$ cat src/hdl/chorus_ram.sv
// ----------------------------------------------------------------------------
// chorus_ram
// Generic simple dual-port RAM: one write port, one read port, registered read.
// ----------------------------------------------------------------------------
module chorus_ram #(
   parameter int WIDTH = 8,
   parameter int DEPTH = 256
) (
   input  logic                     clock,
   input  logic                     wr_en,
   input  logic [$clog2(DEPTH)-1:0] wr_addr,
   input  logic [WIDTH-1:0]         wr_data,
   input  logic                     rd_en,
   input  logic [$clog2(DEPTH)-1:0] rd_addr,
   output logic [WIDTH-1:0]         rd_data
);

   logic [WIDTH-1:0] mem [DEPTH];
   logic [WIDTH-1:0] rd_data_ff;

   always_ff @(posedge clock) begin
      if (wr_en) begin
         mem[wr_addr] <= wr_data;
      end
      if (rd_en) begin
         rd_data_ff <= mem[rd_addr];
      end
   end

   assign rd_data = rd_data_ff;

endmodule

$ cat config.mk
export PLATFORM = sky130hd
export DESIGN_NAME = chorus_ram
export DESIGN_NICKNAME = d
export VERILOG_FILES = /design/src/hdl/chorus_ram.sv
export SDC_FILE = /design/constraint.sdc
export NUM_CORES = 2
export LEC_CHECK = 0
export BUFFER_PORTS_ARGS = -buffer_cell sky130_fd_sc_hd__clkbuf_2
export CAP_MARGIN = 40
export CORE_ASPECT_RATIO = 1.1
export CORE_UTILIZATION = 63
export CTS_CLUSTER_SIZE = 8
export DETAILED_ROUTE_END_ITERATION = 6
export PLACE_DENSITY = 0.82
export SYNTH_ARGS = -nofsm -noshare
export SYNTH_HDL_FRONTEND = slang
export SYNTH_SLANG_ARGS = --single-unit
$ cat constraint.sdc
create_clock -name clock -period 3 [get_ports clock]
set_clock_uncertainty 0.1 [all_clocks]
set_input_delay 0 -clock clock [delete_from_list [all_inputs] [get_ports clock]]
set_output_delay 0 -clock clock [all_outputs]
set_load 0.02 [all_outputs]
==> impl_metrics.env <==
export IMPL_core_area_mm2=0.125
export IMPL_critPathRequiredTime_ns=3.54
export IMPL_fin_ws_ns=0.0408
export IMPL_hold_violations=0
export IMPL_antenna_found_initial=8
export IMPL_final_common_cell="edfxtp_1"
export IMPL_nFillCells=6045
export IMPL_fin_crit_ns=2.96
export IMPL_synth_edf_count=2056
export IMPL_root_buffer="clkbuf_16"
export IMPL_avgSynthCellArea_um2=21.3
export IMPL_layout_nets=4307
export IMPL_avgViaCountPerCell=7.60
export IMPL_synth_yosys_seq_area_share_pct=77.5
export IMPL_drc=6
export IMPL_ys_warn_count=0
export IMPL_synth_cells=3733
export IMPL_worst_slew_pin_slew_ns=0.942
export IMPL_drt_total_wl_um=232000
export IMPL_path_delay_family="multiplexers"
export IMPL_yosysTopAreaCellShare_pct=77.5
export IMPL_powerDensity_mw_per_mm2=703
export IMPL_synthArstFlopShare_pct=0
export IMPL_synth_area_top_cells="edfxtp_1 (78%), mux4_2 (13%), mux2i_1 (1.7%)"
export IMPL_cp_max_fo=1
export IMPL_cts_sinks=2056
export IMPL_p_clk_share_pct=46.0
export IMPL_peakVddDrop_v=0.000688
export IMPL_worst_setup_path_start_kind="register"
export IMPL_drive_gt1_share_pct=29.1
export IMPL_rsz0062_at_grt="false"
export IMPL_grtUsageTotal_pct=36.9
export IMPL_status="finished, violations left"
export IMPL_slowest_stage="mux4_2"
export IMPL_synth_distinct_cells=54
export IMPL_h_tree_depth=5
export IMPL_first_pass_iters=7
export IMPL_slew_headroom_pct=37.0
export IMPL_chipWidth_um=341
export IMPL_switching_share_pct=21.5
export IMPL_drt_initial_drc_count=8539
export IMPL_period_share_pct=98.6
export IMPL_hold_ws_ns=0.0683
export IMPL_clock_latency_ns=0.92
export IMPL_ant_nets=0
export IMPL_wire_per_inst_um=39.0
export IMPL_tritoncts="done"
export IMPL_die_area_mm2=0.128
export IMPL_die_y_um=375
export IMPL_ys_ff_latch=2056
export IMPL_final_cell_mix="edfxtp_1 (2056), mux4_2 (454), buf_4 (369)"
export IMPL_rows=136
export IMPL_cp_arrival_ns=3.50
export IMPL_synth_top_area_cell="edfxtp_1"
export IMPL_min_path_type="in2reg"
export IMPL_final_max_slew_viol_count=0
export IMPL_grt_pass1_wl_um=330000
export IMPL_gp_congestion=0.880
export IMPL_cp_buffers_inverters=2
export IMPL_multi_input_area_mm2=0.0165
export IMPL_portBuffers=34
export IMPL_share_comb_of_total_power_pct=5.0
export IMPL_dp_slack_ns=-0.310
export IMPL_violations="design-rule violations"
export IMPL_vias=45200
export IMPL_syn_area_mm2=0.0796
export IMPL_grt_pass1_vias=45900
export IMPL_slowest_delay_ns=0.50
export IMPL_post_dp_hpwl_um=123000
export IMPL_cp_end_kind="register"
export IMPL_finalPower_mw=65.0
export IMPL_setup_violations=0
export IMPL_seqPwrFrac_pct=49.0
export IMPL_regArea_mm2=0.0617
export IMPL_power_switching_mw=14.0
export IMPL_internal_power_mw=51.0
export IMPL_p_leak_nw=29.8
export IMPL_pin_count=35
export IMPL_fmax_ghz=0.338
export IMPL_crit_type="reg2reg"
export IMPL_postSynthNetCount=3760
export IMPL_area_delta_synth_final_pct=16.0
export IMPL_final_util_pct=73.8
export IMPL_postCtsSetupBuffers=0
export IMPL_crit_chain="mux4_2, mux4_2, nor2b_1, nor4_2, clkdlybuf4s18_2, buf_4, nor4_2"
export IMPL_drv_cap=0
export IMPL_initial_core_util_pct=63.6
export IMPL_ys_flop_type="edfxtp_1"
export IMPL_grt_start_max_net_pins=115
export IMPL_gr_total_overflow=0
export IMPL_path_clk_slew_ns=0.05
export IMPL_cts_buffers=306
export IMPL_clockBufferDepth=4
cells in the mapped netlist (13+ instances only):
cell / instances
nor4_1: 24
o221ai_1: 46
mux2i_1: 134
clkbuf_1: 111
nor2_1: 282
mux4_2: 454
buf_6: 21
buf_4: 27
nand2_1: 33
o22ai_1: 28
buf_2: 31
a221oi_1: 13
nor3_1: 22
edfxtp_1: 2056
buf_1: 22
a211oi_1: 16
a22oi_1: 133
nor2b_1: 31
buf_8: 13
nand3_1: 34
a21oi_1: 96
sequential cells by signal, summed over array words and instances (netlist names):
register and cells:
rd_data 8, mem 2048
cells by family after synthesis:
kind of cell | synth area share [%]
flops | 77.5
buf+inv | 1.83
simple gates | 2.63
compound gates | 3.42
mux | 14.6
worst paths after layout:
| path | from | to | slack [ns] | depth (start not counted) |
|---|---|---|---|---|
| max | mem[70][2]$_DFFE_PP_ | rd_data[2]$_DFFE_PP_ | 0.04 | 7 |
| min | wr_data[1] | mem[241][1]$_DFFE_PP_ | 0.07 | 2 |
| max reg2reg | mem[70][2]$_DFFE_PP_ | rd_data[2]$_DFFE_PP_ | 0.04 | 7 |
| min reg2reg | mem[47][6]$_DFFE_PP_ | rd_data[6]$_DFFE_PP_ | 1.19 | 6 |
timing repair:
action	in CTS	in global routing
endpoints found under the hold margin	1745	0
hold buffers	20	0
resized for setup	3	0
setup endpoints to repair	3	0
final cells by class:
type                    instances  area share, %
diodes                          5         0.0135
clock buffers                 311           8.42
clock inverters                10          0.126
inverters                       2        0.00812
multi-input cells            1442           17.9
flip-flops and latches       2056           66.8
well taps                    1656           2.24
repair buffers                472           4.51
per-layer routing:
metal | share of wire (%) | track usage, % | routed length [um]
met1 | 31 | 46.8 | 71200
met2 | 47 | 56.7 | 109000
met5 | 0.045 | 0 | 104
met3 | 15 | 11.1 | 35100
met4 | 7.4 | 22.2 | 17200
power by group through the flow:
stage / logic (mW) / registers [mW] / clock network, mW
floorplan: 1.54 / 32.3 / 0
global placement: 2.87 / 32.3 / 0
detailed placement: 2.96 / 32.3 / 0
CTS: 3.11 / 31.8 / 29.8
global route: 3.25 / 31.8 / 30.9
finish: 3.23 / 31.8 / 29.9
metrics by stage:
step,TNS [ns],area (um2),cells
2_1_floorplan,0,79600,3733
3_3_place_gp,-1.38,84200,5603
3_5_place_dp,-1.26,84300,5606
4_1_cts,0,92400,5947
5_1_grt,0,92400,5949
6_report,0,92400,5954
(Power assumes the default switching activity.)
